## src/rtl/pap_pkg.sv

```systemverilog
// ----------------------------------------------------------------------------
// pap_pkg
// Shared widths for the polygon area and perimeter core and its channels.
// ----------------------------------------------------------------------------
`default_nettype none

package pap_pkg;

  // Result field widths
  localparam int AREA_W  = 40;
  localparam int PERIM_W = 36;

  // Accumulator widths
  localparam int CROSS_W = 48;
  localparam int LSUM_W  = 40;

endpackage

`default_nettype wire

```

## src/rtl/pap_vertex_if.sv

```systemverilog
// ----------------------------------------------------------------------------
// pap_vertex_if
// Vertex channel: one polygon vertex per transaction, last one marked.
// ----------------------------------------------------------------------------
`default_nettype none

interface pap_vertex_if #(
  parameter int COORD_BITS = 16
);
  logic                         valid;
  logic                         ready;
  logic signed [COORD_BITS-1:0] vertex_x;
  logic signed [COORD_BITS-1:0] vertex_y;
  logic                         last_vertex;

  modport source (output valid, output vertex_x, output vertex_y, output last_vertex,
                  input ready);
  modport sink   (input valid, input vertex_x, input vertex_y, input last_vertex,
                  output ready);
endinterface

`default_nettype wire

```

## src/rtl/pap_result_if.sv

```systemverilog
// ----------------------------------------------------------------------------
// pap_result_if
// Result channel: twice the area and the perimeter of one closed polygon.
// ----------------------------------------------------------------------------
`default_nettype none

interface pap_result_if;
  import pap_pkg::*;

  logic               valid;
  logic               ready;
  logic [AREA_W-1:0]  twice_area;
  logic [PERIM_W-1:0] perimeter;

  modport source (output valid, output twice_area, output perimeter, input ready);
  modport sink   (input valid, input twice_area, input perimeter, output ready);
endinterface

`default_nettype wire

```

## src/rtl/polygon_area_perimeter_core.sv

```systemverilog
// ----------------------------------------------------------------------------
// polygon_area_perimeter_core
// Shoelace area and perimeter of a streamed closed polygon.
// ----------------------------------------------------------------------------
// Vertices arrive one per transaction on vtx; the vertex with last_vertex set
// closes the polygon, and one transaction on res then carries twice the
// absolute area (saturated to 40 bits) and the perimeter (edge lengths
// truncated to FRAC_BITS fractional bits, summed and saturated to 36 bits).
// The first vertex of a polygon leaves vtx.ready high unless it is marked.
// Every further vertex adds one edge and keeps vtx.ready low until that edge
// is summed; the marked vertex adds the closing edge as well, and the core
// then holds until the result register is free to load. Most of the busy
// time goes to the bit-serial square root, which retires one bit of edge
// length per cycle on a single subtract-compare unit; the products and
// squares go one after another through a single multiplier. A single marked
// vertex gives zero area and zero perimeter; two vertices count the one edge
// both ways. The result register lets the next polygon start while a result
// is still waiting on res.
// ----------------------------------------------------------------------------
`default_nettype none

module polygon_area_perimeter_core #(
  parameter int COORD_BITS = 16,
  parameter int FRAC_BITS  = 8
) (
  input  logic          clk,
  input  logic          rst,
  pap_vertex_if.sink    vtx,
  pap_result_if.source  res
);
  import pap_pkg::*;

  // Derived widths
  localparam int CW     = COORD_BITS;
  localparam int MW     = CW + 2;               // multiplier operand
  localparam int PW     = 2 * MW;               // product
  localparam int DW     = PW + 1;               // cross product difference
  localparam int AW     = ((DW > CROSS_W) ? DW : CROSS_W) + 1;
  localparam int SQ_W   = 2 * CW + 2;           // dx^2 + dy^2
  localparam int LEN_W  = CW + FRAC_BITS + 1;   // edge length
  localparam int REM_W  = LEN_W + 2;
  localparam int RAD_W  = 2 * LEN_W;
  localparam int SUM_W  = ((LEN_W > LSUM_W) ? LEN_W : LSUM_W) + 1;
  localparam int ITER_W = $clog2(LEN_W);

  // Sequencer codes
  localparam logic [3:0] ST_IDLE = 4'd0;
  localparam logic [3:0] ST_DIFF = 4'd1;
  localparam logic [3:0] ST_MUL0 = 4'd2;
  localparam logic [3:0] ST_MUL1 = 4'd3;
  localparam logic [3:0] ST_MUL2 = 4'd4;
  localparam logic [3:0] ST_MUL3 = 4'd5;
  localparam logic [3:0] ST_RAD  = 4'd6;
  localparam logic [3:0] ST_ROOT = 4'd7;
  localparam logic [3:0] ST_ACC  = 4'd8;
  localparam logic [3:0] ST_FIN  = 4'd9;

  logic [3:0] state;

  // Polygon state
  logic                 started;
  logic                 last_q;
  logic                 closing;
  logic signed [CW-1:0] first_x, first_y;
  logic signed [CW-1:0] previous_x, previous_y;
  logic signed [CROSS_W-1:0] cross_sum;
  logic [LSUM_W-1:0]         length_sum;

  // Edge operands: from (ax, ay) to (bx, by)
  logic signed [CW-1:0] ax, ay, bx, by;
  logic [CW:0]          ux, uy;

  // Shared multiplier and its working registers
  logic signed [MW-1:0] mul_a, mul_b;
  logic signed [PW-1:0] prod;
  logic signed [PW-1:0] hold;
  logic signed [DW-1:0] cdiff;

  // Square root working registers
  logic [RAD_W-1:0]  rad;
  logic [REM_W-1:0]  rem;
  logic [LEN_W-1:0]  root;
  logic [ITER_W-1:0] iter;

  // Result register
  logic               res_valid;
  logic [AREA_W-1:0]  area_q;
  logic [PERIM_W-1:0] perim_q;

  // Edge differences
  logic signed [CW:0] dx, dy;
  assign dx = (CW+1)'(bx) - (CW+1)'(ax);
  assign dy = (CW+1)'(by) - (CW+1)'(ay);

  // Multiplier operand select
  always_comb begin
    unique case (state)
      ST_MUL0: begin
        mul_a = MW'(ax);
        mul_b = MW'(by);
      end
      ST_MUL1: begin
        mul_a = MW'(ay);
        mul_b = MW'(bx);
      end
      ST_MUL2: begin
        mul_a = signed'(MW'(ux));
        mul_b = signed'(MW'(ux));
      end
      ST_MUL3: begin
        mul_a = signed'(MW'(uy));
        mul_b = signed'(MW'(uy));
      end
      default: begin
        mul_a = '0;
        mul_b = '0;
      end
    endcase
  end

  // Saturating cross sum
  logic signed [AW-1:0]      cross_wide;
  logic signed [CROSS_W-1:0] cross_next;
  assign cross_wide = AW'(cross_sum) + AW'(cdiff);
  always_comb begin
    if (cross_wide[AW-1:CROSS_W-1] == '0 || cross_wide[AW-1:CROSS_W-1] == '1) begin
      cross_next = cross_wide[CROSS_W-1:0];
    end else if (cross_wide[AW-1]) begin
      cross_next = {1'b1, {(CROSS_W-1){1'b0}}};
    end else begin
      cross_next = {1'b0, {(CROSS_W-1){1'b1}}};
    end
  end

  // Radicand: squares summed, scaled by 4^FRAC_BITS
  logic [PW-1:0]    sq_sum;
  logic [RAD_W-1:0] rad_init;
  assign sq_sum   = unsigned'(hold) + unsigned'(prod);
  assign rad_init = RAD_W'(sq_sum[SQ_W-1:0]) << (2 * FRAC_BITS);

  // One root digit per cycle
  logic [REM_W-1:0] rem_sh, trial;
  logic             take;
  assign rem_sh = {rem[REM_W-3:0], rad[RAD_W-1 -: 2]};
  assign trial  = {root, 2'b01};
  assign take   = (rem_sh >= trial);

  // Saturating length sum
  logic [SUM_W-1:0]  length_wide;
  logic [LSUM_W-1:0] length_next;
  assign length_wide = SUM_W'(length_sum) + SUM_W'(root);
  assign length_next = (length_wide[SUM_W-1:LSUM_W] != '0) ? '1
                                                          : length_wide[LSUM_W-1:0];

  // Result formatting
  logic [CROSS_W-1:0] area_abs;
  logic [AREA_W-1:0]  area_sat;
  logic [PERIM_W-1:0] perim_sat;
  assign area_abs  = cross_sum[CROSS_W-1] ? unsigned'(-cross_sum) : unsigned'(cross_sum);
  assign area_sat  = (area_abs[CROSS_W-1:AREA_W] != '0) ? '1 : area_abs[AREA_W-1:0];
  assign perim_sat = (length_sum[LSUM_W-1:PERIM_W] != '0) ? '1
                                                          : length_sum[PERIM_W-1:0];

  logic in_fire;
  logic res_free;
  logic res_load;
  assign vtx.ready  = (state == ST_IDLE);
  assign in_fire    = vtx.valid && vtx.ready;
  assign res_free   = !res_valid || res.ready;
  assign res_load   = (state == ST_FIN) && res_free;

  assign res.valid      = res_valid;
  assign res.twice_area = area_q;
  assign res.perimeter  = perim_q;

  always_ff @(posedge clk) begin
    if (rst) begin
      state     <= ST_IDLE;
      started   <= 1'b0;
      res_valid <= 1'b0;
    end else begin
      // Load a finished result, else drop the held one once taken
      if (res_load) begin
        res_valid <= 1'b1;
      end else if (res.ready) begin
        res_valid <= 1'b0;
      end

      unique case (state)
        ST_IDLE: begin
          if (in_fire) begin
            previous_x <= vtx.vertex_x;
            previous_y <= vtx.vertex_y;
            last_q     <= vtx.last_vertex;
            bx         <= vtx.vertex_x;
            by         <= vtx.vertex_y;
            if (started) begin
              // Edge from the previous vertex to this one
              ax      <= previous_x;
              ay      <= previous_y;
              closing <= 1'b0;
              state   <= ST_DIFF;
            end else begin
              first_x    <= vtx.vertex_x;
              first_y    <= vtx.vertex_y;
              cross_sum  <= '0;
              length_sum <= '0;
              started    <= 1'b1;
              if (vtx.last_vertex) begin
                // Lone vertex: closing edge of zero length
                ax      <= vtx.vertex_x;
                ay      <= vtx.vertex_y;
                closing <= 1'b1;
                state   <= ST_DIFF;
              end
            end
          end
        end
        ST_DIFF: begin
          ux    <= dx[CW] ? unsigned'(-dx) : unsigned'(dx);
          uy    <= dy[CW] ? unsigned'(-dy) : unsigned'(dy);
          state <= ST_MUL0;
        end
        ST_MUL0: begin
          prod  <= mul_a * mul_b;
          state <= ST_MUL1;
        end
        ST_MUL1: begin
          hold  <= prod;
          prod  <= mul_a * mul_b;
          state <= ST_MUL2;
        end
        ST_MUL2: begin
          cdiff <= DW'(hold) - DW'(prod);
          prod  <= mul_a * mul_b;
          state <= ST_MUL3;
        end
        ST_MUL3: begin
          cross_sum <= cross_next;
          hold      <= prod;
          prod      <= mul_a * mul_b;
          state     <= ST_RAD;
        end
        ST_RAD: begin
          rad   <= rad_init;
          rem   <= '0;
          root  <= '0;
          iter  <= ITER_W'(LEN_W - 1);
          state <= ST_ROOT;
        end
        ST_ROOT: begin
          rad  <= rad << 2;
          rem  <= take ? (rem_sh - trial) : rem_sh;
          root <= {root[LEN_W-2:0], take};
          iter <= iter - 1'b1;
          if (iter == '0) begin
            state <= ST_ACC;
          end
        end
        ST_ACC: begin
          length_sum <= length_next;
          if (closing) begin
            state <= ST_FIN;
          end else if (last_q) begin
            // Closing edge: last vertex back to the first
            ax      <= bx;
            ay      <= by;
            bx      <= first_x;
            by      <= first_y;
            closing <= 1'b1;
            state   <= ST_DIFF;
          end else begin
            state <= ST_IDLE;
          end
        end
        ST_FIN: begin
          // Hold until the result register is free
          if (res_free) begin
            area_q     <= area_sat;
            perim_q    <= perim_sat;
            cross_sum  <= '0;
            length_sum <= '0;
            started    <= 1'b0;
            state      <= ST_IDLE;
          end
        end
        default: begin
          state <= ST_IDLE;
        end
      endcase
    end
  end

endmodule

`default_nettype wire

```

## src/flat_wrapper.sv

```systemverilog
// flat-port wrapper written by rule: the top's interface ports become plain ports
module polygon_area_perimeter_core_flat import pap_pkg::*;
#(
  parameter int COORD_BITS = 16,
  parameter int FRAC_BITS  = 8
)
  (clk, rst, vtx_valid, vtx_vertex_x, vtx_vertex_y, vtx_last_vertex, vtx_ready, res_valid, res_twice_area, res_perimeter, res_ready);
  pap_vertex_if #(.COORD_BITS(COORD_BITS)) vtx_i ();
  pap_result_if res_i ();
  input  logic clk;
  input  logic rst;
  input wire logic [$bits(vtx_i.valid)-1:0] vtx_valid;
  input wire logic [$bits(vtx_i.vertex_x)-1:0] vtx_vertex_x;
  input wire logic [$bits(vtx_i.vertex_y)-1:0] vtx_vertex_y;
  input wire logic [$bits(vtx_i.last_vertex)-1:0] vtx_last_vertex;
  output wire logic [$bits(vtx_i.ready)-1:0] vtx_ready;
  output wire logic [$bits(res_i.valid)-1:0] res_valid;
  output wire logic [$bits(res_i.twice_area)-1:0] res_twice_area;
  output wire logic [$bits(res_i.perimeter)-1:0] res_perimeter;
  input wire logic [$bits(res_i.ready)-1:0] res_ready;
  assign vtx_i.valid = vtx_valid;
  assign vtx_i.vertex_x = vtx_vertex_x;
  assign vtx_i.vertex_y = vtx_vertex_y;
  assign vtx_i.last_vertex = vtx_last_vertex;
  assign vtx_ready = vtx_i.ready;
  assign res_valid = res_i.valid;
  assign res_twice_area = res_i.twice_area;
  assign res_perimeter = res_i.perimeter;
  assign res_i.ready = res_ready;
  polygon_area_perimeter_core #(.COORD_BITS(COORD_BITS), .FRAC_BITS(FRAC_BITS)) u_core (.clk(clk), .rst(rst), .vtx(vtx_i), .res(res_i));
endmodule
```

## config.mk

```make
export PLATFORM = sky130hd
export DESIGN_NAME = polygon_area_perimeter_core_flat
export DESIGN_NICKNAME = d
export VERILOG_FILES = /design/src/rtl/pap_pkg.sv /design/src/rtl/pap_vertex_if.sv /design/src/rtl/pap_result_if.sv /design/src/rtl/polygon_area_perimeter_core.sv /design/src/flat_wrapper.sv
export SDC_FILE = /design/constraint.sdc
export NUM_CORES = 2
export LEC_CHECK = 0
export BUFFER_PORTS_ARGS = -buffer_cell sky130_fd_sc_hd__buf_2
export CORE_MARGIN = 2
export CORE_UTILIZATION = 45
export DETAILED_ROUTE_END_ITERATION = 8
export PLACE_DENSITY = 0.7
export RECOVER_POWER = 100
export SYNTH_ARGS = -nofsm -noshare
export SYNTH_HDL_FRONTEND = slang
export SYNTH_SLANG_ARGS = --single-unit
export TNS_END_PERCENT = 1
```

## constraint.sdc

```tcl
create_clock -name clk -period 10.7 [get_ports clk]
set_input_delay 0 -clock clk [delete_from_list [all_inputs] [get_ports clk]]
set_output_delay 0 -clock clk [all_outputs]
set_load 0.02 [all_outputs]
```

### Word-level counts from Yosys, hierarchy flattened

Index checks and enable logic that the tools add are counted.

| word-level totals | value |
|---|---|
| register bits after elaboration | 548 |
| output and inout bits | 78 |

| operators by class | value |
|---|---|
| $add $sub $neg | 11 |
| multiply operators | 1 |
| $lt $le $gt $ge | 1 |
| eq/ne operators | 17 |
| mux-type cells | 60 |
| bitwise operators | 2 |
| reduce and logical (&&, ||, !) cells | 33 |

Operators by type and width:

| cell | count |
|---|---|
| two-way mux 16 bit | 18 |
| two-way mux 48 bit | 6 |
| two-way mux 40 bit | 4 |
| case mux 18 bit (4 select lines) | 2 |
| case mux 48 bit (3 select lines) | 1 |
| case mux 16 bit (2 select lines) | 4 |
| case mux 40 bit (3 select lines) | 1 |
| case mux 25 bit (2 select lines) | 2 |
| case mux 50 bit (2 select lines) | 1 |
| adder 48 x 37 -> 49 bit | 1 |
| negator 48 bit | 1 |
| adder 40 x 25 -> 41 bit | 1 |
| case mux 4 bit (10 select lines) | 1 |
| subtractor 36 x 36 -> 37 bit | 1 |
| multiplier 18 x 18 -> 36 bit | 1 |
| adder 34 bit | 1 |
| negator 17 bit | 2 |
| subtractor 16 x 16 -> 17 bit | 2 |
| >= comparator 27 bit | 1 |
| two-way mux 25 bit | 1 |
| subtractor 25 bit | 1 |
| two-way mux 4 bit | 6 |
| == test 4 x 3 -> 1 bit (second input constant) | 4 |
| AND reduction 5 bit | 3 |
| 28 further kinds | 59 |

### Depth between registers and ports, before layout

| depth | value |
|---|---|
| word-level depth | 5 |
| gate-level depth with buffers | 33 |

### Least setup slack after synthesis

No wires, ideal clock.

| timing | value |
|---|---|
| path kind | reg-to-reg |
| start point | reg u_core.state[0] |
| end point | reg u_core.prod[32], data pin |
| library setup time | 0.273 ns |
| data arrival time | 7.920 ns |
| required time | 10.427 ns |
| setup slack | 2.507 ns |
| stages on the path, launching flop included | 31 |
| path buffers | 5 |
| clock period less this slack | 8.193 ns |
| cell sequence | dfxtp_1 clkbuf_1 or2_2 clkbuf_1 nor2_1 clkbuf_1 a22o_1 a221oi_1 clkbuf_1 nor2_1 fa_1 inv_1 fa_1 fa_1 inv_1 fa_1 fa_1 inv_1 fa_1 inv_1 ha_1 clkbuf_1 a21o_1 a21o_1 a21o_1 a221o_1 a31o_2 a211oi_1 a21oi_1 a41oi_1 o221ai_1 |

| on the way | value |
|---|---|
| longest elaborated chain between the ends | 3 |

Ends and longest elaborated chain:

| element | RTL line | RTL |
|---|---|---|
| start, declared | polygon_area_perimeter_core.sv:58 | `logic [3:0] state;` |
| start signal, assigned | polygon_area_perimeter_core.sv:178 | `state <= ST_IDLE;` |
| start signal, assigned | polygon_area_perimeter_core.sv:202 | `state <= ST_DIFF;` |
| start signal, assigned | polygon_area_perimeter_core.sv:214 | `state <= ST_DIFF;` |
| == test 4 x 3 -> 1 bit / == test 4 x 2 -> 1 bit (equally long branches) | polygon_area_perimeter_core.sv:97, polygon_area_perimeter_core.sv:189 |  |
| case mux 18 bit (4 select lines) | polygon_area_perimeter_core.sv:97 | `unique case (state)` |
| multiplier 18 x 18 -> 36 bit * | - |  |
| end signal, assigned | polygon_area_perimeter_core.sv:225 | `prod <= mul_a * mul_b;` |
| end signal, assigned | polygon_area_perimeter_core.sv:230 | `prod <= mul_a * mul_b;` |
| end signal, assigned | polygon_area_perimeter_core.sv:235 | `prod <= mul_a * mul_b;` |
| end, declared | polygon_area_perimeter_core.sv:75 | `logic signed [PW-1:0] prod;` |

Every way passes the cells marked *; elsewhere a longest branch is shown, timed or not.
A chain may end at the register's enable or synchronous reset.

### Worst setup path in the final report

| timing | value |
|---|---|
| start point | reg u_core.state[3] |
| end point | reg u_core.prod[33], data pin |

The elaborated chain is that of the path after synthesis.

==> run summary <==
* status: finished with violations
* violated checks: capacitance limit, slew limit
* post-synthesis average cell area: 9.882 sq um
* top library cells by usage in the layout, fill and taps aside: sky130_fd_sc_hd__inv_1 (592), sky130_fd_sc_hd__edfxtp_1 (526), sky130_fd_sc_hd__nand2_1 (475), sky130_fd_sc_hd__nor2_1 (403), sky130_fd_sc_hd__fa_1 (335)
* kind of end point of the critical path: flop
* highest-delay cell along the critical path: sky130_fd_sc_hd__nor2_1
* Routed met1 length: 46.87 mm
* category of the critical setup timing path: flop to flop
* CP Capture Point: u_core.prod[33]
* via count of the routed design: 32,360
* Critical Path Most Common Cell: sky130_fd_sc_hd__fa_1
* via-per-instance ratio: 5.502
* slew at the pin with the worst max-slew slack: 4.868 ns
* vertical extent of the die: 316.8 um
* first-pass GRT wire length: 176.0 mm
* element type at the critical path start: flop
* minimum setup slack among reg-to-reg paths: 1.15 ns
* Core ar.: 96,850 sq um
* end of the worst register-to-register path: u_core.prod[33]
* Critical Path Fanout Max: 17
* nets@finish: 5,221
* post-detailed-route DRC marker count: 0
* cell area after synthesis: 44,030 sq um
* largest vdd supply drop: 0.1406 mV
* clock tree from TritonCTS: done
* number of top-level design ports: 115
* Synth async-reset ratio: 0%
* Post-Route WL: 108.7 mm
* headroom to the max-slew limit: -228.0%
* Detailed Routing Iterations Pass 1: 6
* area post-placement: 46,070 sq um
* final-layout worst hold slack: 0.1473 ns
* number of synthesized register bits: 532
* leakage power: 19.78 nW
* I/O Buffers: 114
* total CTS buffers: 61
* area of all placed cells without fillers: 48,320 sq um
* count of flip-flops with a built-in enable after synthesis: 526
* class of the most critical hold timing path: input pin to flop
* uppermost metal layer occupied by signal nets: met4
* Synthesis Warnings: 0
* dominant delay contributor by cell family on the critical path: adder cells
* power density normalized to cell area: 157.8 nW/um^2
* Routability Congestion: 0.9408
* layout cell share with drive strength beyond 1: 4.128%
* buffer cell driving the clock tree root: sky130_fd_sc_hd__clkbuf_16
* ys flop type: sky130_fd_sc_hd__edfxtp_1
* cell depth of the worst setup path: 26
* remaining global-route overflow: 0
* Worst Path Arrival: 9.97 ns
* number of antenna violations at the first check in global routing: 1
* number of buffer and inverter stages on the critical path: 4
* clock slew seen by the registers of the worst setup and hold paths: 0.06 ns
* number of global-route vias before repair: 32,670
* clock latency on the worst-skew pair: 0.68 ns
* register area share after synthesis: 36.15%
* critical register-to-register path startpoint: u_core.state[3]
* maximum clock rate: 104.7 MHz
* placed insts: 5,727
* WL/cell: 18.49 um
* Synth Net Count: 5,125
* Total Routing Usage GR: 22.07%
* startpoint of the most critical setup path: u_core.state[3]
* # clock sinks: 532
* logic depth of the worst register-to-register path: 26
* starting density of the core: 45.46%
* H-tree Lvls: 2
* DR WL met2: 51.25 mm
* summed negative setup slack over all endpoints: 0 ns
* share of the clock period used by the worst path: 89.27%
* placement row count: 114
* met3 wire length: 6.409 mm
* estimated wirelength of the detail-placed design: 84.37 mm
* maximum clock path buffer count: 3
* number of distinct library cells after synthesis: 84
* area added between synthesis and finish: 9.745%
* die outline area: 100,400 sq um
* number of hold-slack violations in the final timing report: 0
* Final setup viols: 0
* worst setup skew after layout: 0.05086 ns
* min Tclk post-route: 9.552 ns
* most common cell after layout, fill and taps aside: sky130_fd_sc_hd__inv_1
* unrepaired setup endpoints after global routing: no
* maximum number of pins on one net before global-route repair: 101
* Cell Count, Final, Fillers Out: 5,881
* final design utilization: 49.89%
* number of design-rule violations left by the first detailed-router iteration: 2,405
* width of the chip: 316.8 um
* number of nets still failing antenna checks after routing: 0
* Slowest Stage Delay on Critical Path: 0.98 ns
* Critical Path RT: 11.12 ns
* Synth Instances: 4,455
* number of maximum-capacitance constraint violations: 20
* fin. max-slew vios: 868
==> sequential cells by signal, summed over array words and instances, names as in the netlist, 16 cells and up <==
signal	count
u_core.previous_x	16
u_core.uy	17
u_core.cross_sum	48
u_core.res.twice_area	40
u_core.by	16
u_core.rad	34
u_core.res.perimeter	36
u_core.hold	36
u_core.ay	16
u_core.rem	25
u_core.prod	36
u_core.previous_y	16
u_core.first_y	16
u_core.bx	16
u_core.length_sum	40
u_core.root	25
u_core.ax	16
u_core.first_x	16
u_core.cdiff	37
u_core.ux	17
==> Yosys cell counts (all sizes together) (8+ instances only) <==
library cell  number  area share [%]
a211o              8            0.16
a211oi            35            0.60
a21o              70             1.2
a21oi            244             2.8
a221o             30            0.68
a221oi            34            0.68
a22o              17            0.34
a31o              10            0.20
a31oi             27            0.38
a41oi              9            0.18
and2              21            0.30
and3              23            0.33
buf               11            0.17
clkbuf           160             1.4
edfxtp           526              36
fa               335              15
ha               298             8.5
inv              592             5.0
mux2i             61             1.4
nand2            475             4.0
nand2b            72             1.0
nand3             49            0.57
nand4             15            0.21
nor2             407             3.5
nor2b             33            0.47
nor3              56            0.64
nor4              19            0.28
o211ai            17            0.32
o21a              38            0.65
o21ai            219             2.5
o21bai            40            0.68
o31a              15            0.30
o31ai             35            0.60
o41ai             11            0.22
or2               26            0.37
or3               28            0.41
or4               16            0.28
xnor2            164             3.3
xor2             114             2.3
==> worst min path at each step <==
| stage | startpoint | to | cells after the start |
|---|---|---|---|
| after floorplan | vtx_vertex_x[0] | u_core.first_x[0] | 0 |
| after global placement | vtx_last_vertex | u_core.last_q | 1 |
| after detailed placement | vtx_last_vertex | u_core.last_q | 1 |
| after CTS | vtx_vertex_x[7] | u_core.first_x[7] | 2 |
| after global routing | vtx_vertex_y[6] | u_core.first_y[6] | 2 |
| final | vtx_vertex_x[13] | u_core.first_x[13] | 2 |
==> worst reg2reg max path, delay by kind of cell, from the launching register on <==
kind	cells	cell delay, ns
compound gates	8	2.46
flops	1	0.45
fa+ha+maj	7	3.48
xor+xnor	1	0.09
buf+inv	4	0.78
simple gates	6	2.06
==> layer usage <==
layer	up-vias	GRT usage, %
li1	15450	-
met1	15780	28.80
met2	913	37.03
met3	214	3.528
met4	0	8.276
met5	-	0
==> timing repair <==
item                                    in CTS  in global routing
hold buffers                                37                  0
hold endpoints to repair                   136                  0
endpoints found under the setup margin       0                  0
gates resized for setup                      0                  0
buffers inserted                             0                  0
==> stage by stage <==
step	power, mW	worst slack (ns)
final	7.623	1.148
after global routing	8.083	0.4470
after CTS	7.662	1.313
after detailed placement	5.362	1.317
after global placement	5.312	1.575
after floorplan	4.647	2.507
==> cell families after synthesis <==
logic type	count (synthesis)	share of synthesized area, %
flip-flops	532	36.15
AO/OA/AOI/OAI	917	13.65
multiplexers	62	1.412
XOR/XNOR	278	5.530
adder cells (fa/ha/maj)	633	23.70
buffers and inverters	763	6.582
AND/OR/NAND/NOR	1270	12.97
==> final cells by class <==
class                      instances  area (sq um)
tap                             1276          1597
inverter                         592          2222
antenna                            2         5.005
clock inverter                    45         623.1
timing repair buffer             204          1114
fill                            8804         48530
sequential                       532         15920
multi-input combinational       3160         25280
clock buffer                      70          1560
==> power by group <==
part / internal, mW / switching [mW] / leakage, nW
combinational: 0.979 / 1.65 / 13.9
sequential: 2.58 / 0.148 / 4.87
clock: 1.37 / 0.901 / 1.05
Power figures use the tool's default switching activity.
